## src/hw/rtl/tmp_pkg.sv

```systemverilog
// shared types and constants for the trapezoidal motion profile block
package tmp_pkg;

  localparam int unsigned POS_W     = 32;
  localparam int unsigned VEL_W     = 25;
  localparam int unsigned SPD_W     = 24;
  localparam int unsigned TICK_BITS = 24;
  localparam int unsigned DUR_W     = 40;
  localparam int unsigned DUR_FRAC  = 16;
  localparam int unsigned MUL_XW    = 48;
  localparam int unsigned MUL_PW    = 72;
  localparam int unsigned DIV_W     = 64;
  localparam int unsigned DIV_CNT_W = 7;
  localparam int unsigned ROOT_W    = 32;

  localparam logic [1:0] MODE_TICK = 2'd0;
  localparam logic [1:0] MODE_GO   = 2'd1;
  localparam logic [1:0] MODE_LOAD = 2'd2;

  localparam logic REG_MAX_SPEED  = 1'b0;
  localparam logic REG_ACCEL_RATE = 1'b1;

  localparam logic [SPD_W-1:0] MAX_SPEED_RST  = 24'd109227;
  localparam logic [SPD_W-1:0] ACCEL_RATE_RST = 24'd910;

  typedef enum logic [4:0] {
    CMD_NONE,
    CMD_LOAD,
    CMD_GO_LATCH,
    CMD_MUL_DA,
    CMD_MUL_VV_CAP,
    CMD_TRI_TEST,
    CMD_DIV_DA,
    CMD_DIV_DV,
    CMD_SQRT,
    CMD_DUR_TRI,
    CMD_DIV_VA_CAP,
    CMD_DUR_TRAP,
    CMD_GO_COMMIT,
    CMD_TICK_INC,
    CMD_TICK_END,
    CMD_DIV_AT,
    CMD_CAP_AT,
    CMD_MUL_TA,
    CMD_MUL_TT_CAP,
    CMD_MUL_PA,
    CMD_TRAV_ACC,
    CMD_MUL_VV,
    CMD_DIV_HR,
    CMD_MUL_TV_CAP,
    CMD_TRAV_CR,
    CMD_MUL_RA,
    CMD_MUL_RS_CAP,
    CMD_TRAV_DEC,
    CMD_TICK_OUT
  } cmd_t;

  typedef struct packed {
    logic unit_done;
    logic busy;
    logic eq_pos;
    logic at_end;
    logic tri_move;
    logic ph_acc;
    logic ph_cruise;
  } dp_stat_t;

endpackage

```

## src/hw/rtl/tmp_ctrl.sv

```systemverilog
// sequencer for go, tick and load items
module tmp_ctrl import tmp_pkg::*; (
  input  logic       clk,
  input  logic       rst_n,
  input  logic       in_valid,
  input  logic [1:0] mode,
  input  dp_stat_t   stat,
  input  logic       out_free,
  output logic       in_ready,
  output cmd_t       cmd,
  output logic       out_load
);

  typedef enum logic [23:0] {
    S_IDLE = 24'h000001,
    S_G1   = 24'h000002,
    S_G2   = 24'h000004,
    S_G3   = 24'h000008,
    S_G4   = 24'h000010,
    S_G5   = 24'h000020,
    S_G6   = 24'h000040,
    S_G7   = 24'h000080,
    S_G8   = 24'h000100,
    S_GC   = 24'h000200,
    S_T1   = 24'h000400,
    S_T2   = 24'h000800,
    S_T3   = 24'h001000,
    S_TA2  = 24'h002000,
    S_TA3  = 24'h004000,
    S_TA4  = 24'h008000,
    S_TC2  = 24'h010000,
    S_TC3  = 24'h020000,
    S_TC4  = 24'h040000,
    S_TD2  = 24'h080000,
    S_TD3  = 24'h100000,
    S_TOUT = 24'h200000,
    S_FIN  = 24'h400000,
    S_WAIT = 24'h800000
  } state_t;

  state_t state_r, state_nxt;
  state_t ret_r, ret_nxt;

  always_ff @(posedge clk) begin
    if (!rst_n) begin
      state_r <= S_IDLE;
      ret_r   <= S_IDLE;
    end else begin
      state_r <= state_nxt;
      ret_r   <= ret_nxt;
    end
  end

  always_comb begin
    state_nxt = state_r;
    ret_nxt   = ret_r;
    cmd       = CMD_NONE;
    in_ready  = 1'b0;
    out_load  = 1'b0;
    unique case (state_r)
      S_IDLE: begin
        in_ready = 1'b1;
        if (in_valid) begin
          state_nxt = S_FIN;
          unique case (mode)
            MODE_TICK: begin
              if (stat.busy) begin
                cmd       = CMD_TICK_INC;
                state_nxt = S_T1;
              end
            end
            MODE_GO: begin
              if (!stat.eq_pos) begin
                cmd       = CMD_GO_LATCH;
                state_nxt = S_G1;
              end
            end
            MODE_LOAD: cmd = CMD_LOAD;
            default: ;
          endcase
        end
      end
      S_G1: begin
        cmd = CMD_MUL_DA; state_nxt = S_WAIT; ret_nxt = S_G2;
      end
      S_G2: begin
        cmd = CMD_MUL_VV_CAP; state_nxt = S_WAIT; ret_nxt = S_G3;
      end
      S_G3: begin
        cmd = CMD_TRI_TEST; state_nxt = S_G4;
      end
      S_G4: begin
        state_nxt = S_WAIT;
        if (stat.tri_move) begin
          cmd = CMD_DIV_DA; ret_nxt = S_G5;
        end else begin
          cmd = CMD_DIV_DV; ret_nxt = S_G6;
        end
      end
      S_G5: begin
        cmd = CMD_SQRT; state_nxt = S_WAIT; ret_nxt = S_G7;
      end
      S_G7: begin
        cmd = CMD_DUR_TRI; state_nxt = S_GC;
      end
      S_G6: begin
        cmd = CMD_DIV_VA_CAP; state_nxt = S_WAIT; ret_nxt = S_G8;
      end
      S_G8: begin
        cmd = CMD_DUR_TRAP; state_nxt = S_GC;
      end
      S_GC: begin
        cmd = CMD_GO_COMMIT; state_nxt = S_FIN;
      end
      S_T1: begin
        if (stat.at_end) begin
          cmd = CMD_TICK_END; state_nxt = S_FIN;
        end else begin
          cmd = CMD_DIV_AT; state_nxt = S_WAIT; ret_nxt = S_T2;
        end
      end
      S_T2: begin
        cmd = CMD_CAP_AT; state_nxt = S_T3;
      end
      S_T3: begin
        state_nxt = S_WAIT;
        priority if (stat.ph_acc) begin
          cmd = CMD_MUL_TA; ret_nxt = S_TA2;
        end else if (stat.ph_cruise) begin
          cmd = CMD_MUL_VV; ret_nxt = S_TC2;
        end else begin
          cmd = CMD_MUL_RA; ret_nxt = S_TD2;
        end
      end
      S_TA2: begin
        cmd = CMD_MUL_TT_CAP; state_nxt = S_WAIT; ret_nxt = S_TA3;
      end
      S_TA3: begin
        cmd = CMD_MUL_PA; state_nxt = S_WAIT; ret_nxt = S_TA4;
      end
      S_TA4: begin
        cmd = CMD_TRAV_ACC; state_nxt = S_TOUT;
      end
      S_TC2: begin
        cmd = CMD_DIV_HR; state_nxt = S_WAIT; ret_nxt = S_TC3;
      end
      S_TC3: begin
        cmd = CMD_MUL_TV_CAP; state_nxt = S_WAIT; ret_nxt = S_TC4;
      end
      S_TC4: begin
        cmd = CMD_TRAV_CR; state_nxt = S_TOUT;
      end
      S_TD2: begin
        cmd = CMD_MUL_RS_CAP; state_nxt = S_WAIT; ret_nxt = S_TD3;
      end
      S_TD3: begin
        cmd = CMD_TRAV_DEC; state_nxt = S_TOUT;
      end
      S_TOUT: begin
        cmd = CMD_TICK_OUT; state_nxt = S_FIN;
      end
      S_FIN: begin
        if (out_free) begin
          out_load  = 1'b1;
          state_nxt = S_IDLE;
        end
      end
      S_WAIT: begin
        if (stat.unit_done) state_nxt = ret_r;
      end
      default: state_nxt = S_IDLE;
    endcase
  end

endmodule

```

## config.mk

```make
export PLATFORM = sky130hd
export DESIGN_NAME = tmp_ctrl
export DESIGN_NICKNAME = d
export VERILOG_FILES = /design/src/hw/rtl/tmp_pkg.sv /design/src/hw/rtl/tmp_ctrl.sv
export SDC_FILE = /design/constraint.sdc
export NUM_CORES = 1
export LEC_CHECK = 0
export ABC_AREA = 1
export BUFFER_PORTS_ARGS = -buffer_cell sky130_fd_sc_hd__clkbuf_2
export CORE_ASPECT_RATIO = 0.75
export CORE_MARGIN = 2
export CORE_UTILIZATION = 40
export DETAILED_ROUTE_END_ITERATION = 8
export PLACE_DENSITY_LB_ADDON = 0.08
export REMOVE_ABC_BUFFERS = 1
export SYNTH_ARGS = -nofsm -noshare
export SYNTH_HDL_FRONTEND = slang
export SYNTH_SLANG_ARGS = --single-unit
```

## constraint.sdc

```tcl
create_clock -name clk -period 4.8 [get_ports clk]
set_input_delay 0.48 -clock clk [delete_from_list [all_inputs] [get_ports clk]]
set_output_delay 0.48 -clock clk [all_outputs]
set_load 0.01 [all_outputs]
```

# [After elaboration in Yosys (flattened, before gate mapping)]
# Cells that the tools add are included.
[totals] latchBits=0 regBits=48 in_bits=13 out_inout_bits=7 rom_bits=0 ram_bits=0 n_memories=0 word_cells=65
[op_classes] eq_ne=30 multipliers=0 n_reduce_logical=8 n_lt_le_gt_ge=0 shift=0 n_mux=25 addsub=0 div_mod_pow=0 bitwise=0
[op_table] cell="$pmux W24 S12" count=1
[op_table] cell="$pmux W24 S10" count=1
[op_table] cell="$mux W24" count=5
[op_table] cell="$pmux W5 S22" count=1
[op_table] cell="$mux W23" count=2
[op_table] cell="$pmux W23 S2" count=1
[op_table] cell="$mux W20" count=2
[op_table] cell="$eq A24 B1 Y1 const B" count=1
[op_table] cell="$eq A24 B10 Y1 const B" count=1
[op_table] cell="$eq A24 B11 Y1 const B" count=1
[op_table] cell="$eq A24 B12 Y1 const B" count=1
[op_table] cell="$eq A24 B13 Y1 const B" count=1
[op_table] cell="$eq A24 B14 Y1 const B" count=1
[op_table] cell="$eq A24 B15 Y1 const B" count=1
[op_table] cell="$eq A24 B16 Y1 const B" count=1
[op_table] cell="$eq A24 B17 Y1 const B" count=1
[op_table] cell="$eq A24 B18 Y1 const B" count=1
[op_table] cell="$eq A24 B19 Y1 const B" count=1
[op_table] cell="$eq A24 B2 Y1 const B" count=1
[op_table] cell="$eq A24 B20 Y1 const B" count=1
[op_table] cell="$eq A24 B21 Y1 const B" count=1
[op_table] cell="$eq A24 B22 Y1 const B" count=1
[op_table] cell="$eq A24 B23 Y1 const B" count=1
[op_table] cell="$eq A24 B24 Y1 const B" count=1
[op_table] cell="22 further kinds" count=33

# [Depth between registers and ports, before layout]
[logic_depth] depth_word=4 ltp_mapped=15 depth_no_buf=14

# [Least setup slack after synthesis]
# No wires, ideal clock.
[synth_path] path_type="register to output" from="reg state_r[14]" to="out cmd[2]" slack_ns=2.882 required_ns=4.320 arrival_time_ns=1.438 path_stages_with_launch=11 n_path_buf=1 cell_sequence="dfxtp_1 > nor2_2 > nand2_4 > nor2_8 > buf_6 > nand3_1 > nor2_1 > nand2_1 > inv_1 > nor2_1 > nand3_1"
[synth_between] elab_chain_cells=2 elab_cells_between_ends=23 cone_classes="eq/ne: 22; mux: 1"
[synth_rtl] element="start: declaration" line="tmp_ctrl.sv:41" source="state_t state_r, state_nxt;"
[synth_rtl] element="start signal: assignment" line="tmp_ctrl.sv:49" source="state_r <= state_nxt;"
[synth_rtl] element="$eq A24 B22 Y1 (tied with other cells)" line="tmp_ctrl.sv:60" source="unique case (state_r)"
[synth_rtl] element="$pmux W5 S22 (*)" line="tmp_ctrl.sv:60"
[synth_rtl] element="end: declaration" line="tmp_ctrl.sv:10" source="output cmd_t cmd,"
# Mark *: on every way between the ends. The rest lies on a longest branch, timed or not.

# [Worst setup path in the final report]
# Ends and elaborated chain as after synthesis.

==> results.json <==
{
  "status": "finished clean",
  "area_delta_synth_final_pct": 8.949,
  "synth_top_area_share_pct": 31.30,
  "ir_drop_uv": 100.0,
  "cp.buffers_inverters": 2,
  "clk_pin_slew_worst_paths_ns": 0.08,
  "cts_buffers": 5,
  "drt-wirelength-per-cell_um": 13.59,
  "clk_path_buf_depth": 2,
  "r2r_cells": 10,
  "pwr-share-clk_pct": 37.1,
  "ys_seq_elements": 40,
  "swShare_pct": 30.54,
  "port_buffers": 19,
  "cp_data_required_time_ns": 4.32,
  "synth_cell_type_count": 26,
  "timing.reg2reg.setup_slack_ns": 2.51,
  "via_count": 2271,
  "cts_setup_buffers": 0,
  "cts_tree": "done",
  "finalNetCount": 405,
  "rsz0062_at_grt": "no",
  "power_density_mw_per_mm2": 284.6,
  "end_kind": "output pin",
  "yosysMostFrequentCell": "nand2_1",
  "drc_errors": 0,
  "path_cells": "nor2_2 -> nand2_4 -> nor2_8 -> nand3_1 -> nor2_1 -> nand2_1 -> inv_1 -> nor2_1 -> nand3_1 -> clkbuf_2",
  "hold_violations": 0,
  "drv_slew": 0,
  "fin_util_pct": 44.56,
  "maxCapViolCount": 0,
  "core_mm2": 0.006256,
  "critPathSlowestCell": "dfxtp_1",
  "avgSynthCellArea_um2": 6.787,
  "path_depth": 10,
  "max_slew_margin_pct": 41.43,
  "dr.pass1.iters": 4,
  "clockRootBuffer": "clkbuf_8",
  "grt_max_degree": 28,
  "setup_viol": 0,
  "start_kind": "register",
  "grt_pass1_vias": 2188,
  "critPathKind": "reg -> out",
  "hp-start": "ret_r[0]",
  "place_ws_ns": 2.502,
  "grt-ovfl-total": 0,
  "synth_area_mm2": 0.002559,
  "grt_pass1_wl_um": 10540,
  "top_layer_used": "met4",
  "design_area_mm2": 0.002788,
  "power.leakage_nw": 1.282,
  "wl_met1_um": 3420,
  "setup_slack_ns": 2.220,
  "grt_use_total_pct": 19.73,
  "drive_above_1_share_pct": 22.39,
  "dieArea_mm2": 0.007059,
  "critical_path.top_delay_family": "simple AND/OR/NAND/NOR gates",
  "r2r_start": "state_r[14]",
  "holdPathEnd": "ret_r[0]",
  "ys_warn_count": 0,
  "worstPathArrival_ns": 2.10,
  "start_util_pct": 40.90,
  "rows": 25,
  "drt_iter0_markers": 167,
  "seqPwrFrac_pct": 43.2,
  "holdBufCountCts": 0,
  "synthFlopType": "dfxtp_1",
  "met3_wirelength_um": 343,
  "comb_power_share_pct": 19.8,
  "post-route-min-period_ns": 2.580,
  "timing.hold.ws_ns": 0.4542,
  "grt_antenna_before_repair": 0,
  "die_w_um": 96.35,
  "clk_latency_ns": 0.30,
  "die_h_um": 73.27,
  "synth_common_cells": "nand2_1 (83), nor2_1 (80), dfxtp_1 (40)",
  "max_stage_delay_ns": 0.34,
  "internal_power_mw": 0.5510,
  "synthArstFlopShare_pct": 0,
  "gp_congestion": 0.9293,
  "post_cts_resized": 0,
  "antenna_cells": 0,
  "wl_met2_um": 2657,
  "max_freq_mhz": 387.6,
  "worstMarginPinSlew_ns": 0.8777,
  "postSynthCellCount": 377,
  "drt-total-wl_um": 6442,
  "min_path_cells": 2,
  "finalCritPeriodShare_pct": 53.75,
  "skew_ns": 0.007320,
  "h-tree-depth": 2,
  "regToRegEndpoint": "state_r[16]",
  "p_switching_mw": 0.2423,
  "io_pins": 20,
  "viasPerCell": 4.791,
  "place_hpwl_um": 4978,
  "hp-class": "reg -> reg",
  "crit_path_max_fanout": 15,
  "finalSetupTns_ns": 0,
  "placed_area_mm2": 0.002666,
  "synth_area_leaders": "dfxtp_1 (31%), nand2_1 (12%), nor2_1 (12%)",
  "clkSinkCount": 40,
  "synth_edf_count": 0,
  "antenna_left": 0,
  "synth_top_cell_by_area": "dfxtp_1",
  "synth_seq_area_share_pct": 31.30
}
cell type report:
type	instances	area (µm²)
well taps	81	101.3
repair buffers	19	95.09
multi-input cells	290	1534
clock buffers	6	82.58
flip-flops and latches	40	800.8
inverters	36	135.1
fillers	690	3468
clock inverters	2	38.79
sequential cells by signal, indices dropped and copies added, names as in the netlist:
name / cells
state_r: 24
ret_r: 16
how the worst max path moves through the flow:
stage,start,to
2_1_floorplan,state_r[14],cmd[2]
3_3_place_gp,state_r[16],ret_r[7]
3_5_place_dp,state_r[16],ret_r[7]
4_1_cts,state_r[14],cmd[2]
5_1_grt,state_r[11],cmd[3]
6_report,state_r[14],cmd[2]
per-stage QoR:
stage / std cells / total power [mW]
final: 474 / 0.7934
after global routing: 474 / 0.8302
after CTS: 474 / 0.8028
after detailed placement: 466 / 0.5079
after global placement: 466 / 0.5061
after floorplan: 366 / 0.4658
metal layers:
layer | vias to the layer above | track usage, %
met1 | 1010 | 29.94
met3 | 2 | 3.795
met4 | 0 | 4.225
met2 | 43 | 28.94
met5 | - | 0
li1 | 1216 | -
kinds of logic (layout without fill, tap and decap cells):
| group | Yosys count | after routing | share of synthesized area (%) |
|---|---|---|---|
| AOI/OAI and AO/OA | 11 | 11 | 2.445 |
| buffers and inverters | 47 | 63 | 8.753 |
| and+or+nand+nor | 279 | 279 | 57.51 |
| DFF | 40 | 40 | 31.30 |
placed cells by master, fill, tap and decap left out, types with 8 or more instances in the layout:
master and instances:
nor3_1 14, nor2_2 12, nand2_1 83, nand3_1 31
nor2_1 80, nand2_2 8, clkbuf_2 19, nand3_2 9
dfxtp_1 40, inv_1 33, nor3_2 10
power groups by stage:
stage | combinational (mW) | clock, mW | sequential, mW
CTS | 0.158 | 0.302 | 0.343
floorplan | 0.116 | 0 | 0.350
finish | 0.157 | 0.294 | 0.343
global placement | 0.156 | 0 | 0.350
global route | 0.174 | 0.313 | 0.343
detailed placement | 0.158 | 0 | 0.350
worst min-delay path, stage by stage, from the launching register on:
cell and delay (ns):
dfxtp_1 0.32, nand2_1 0.06, nand2_1 0.04
No activity file was read; power rests on OpenSTA's default activity.
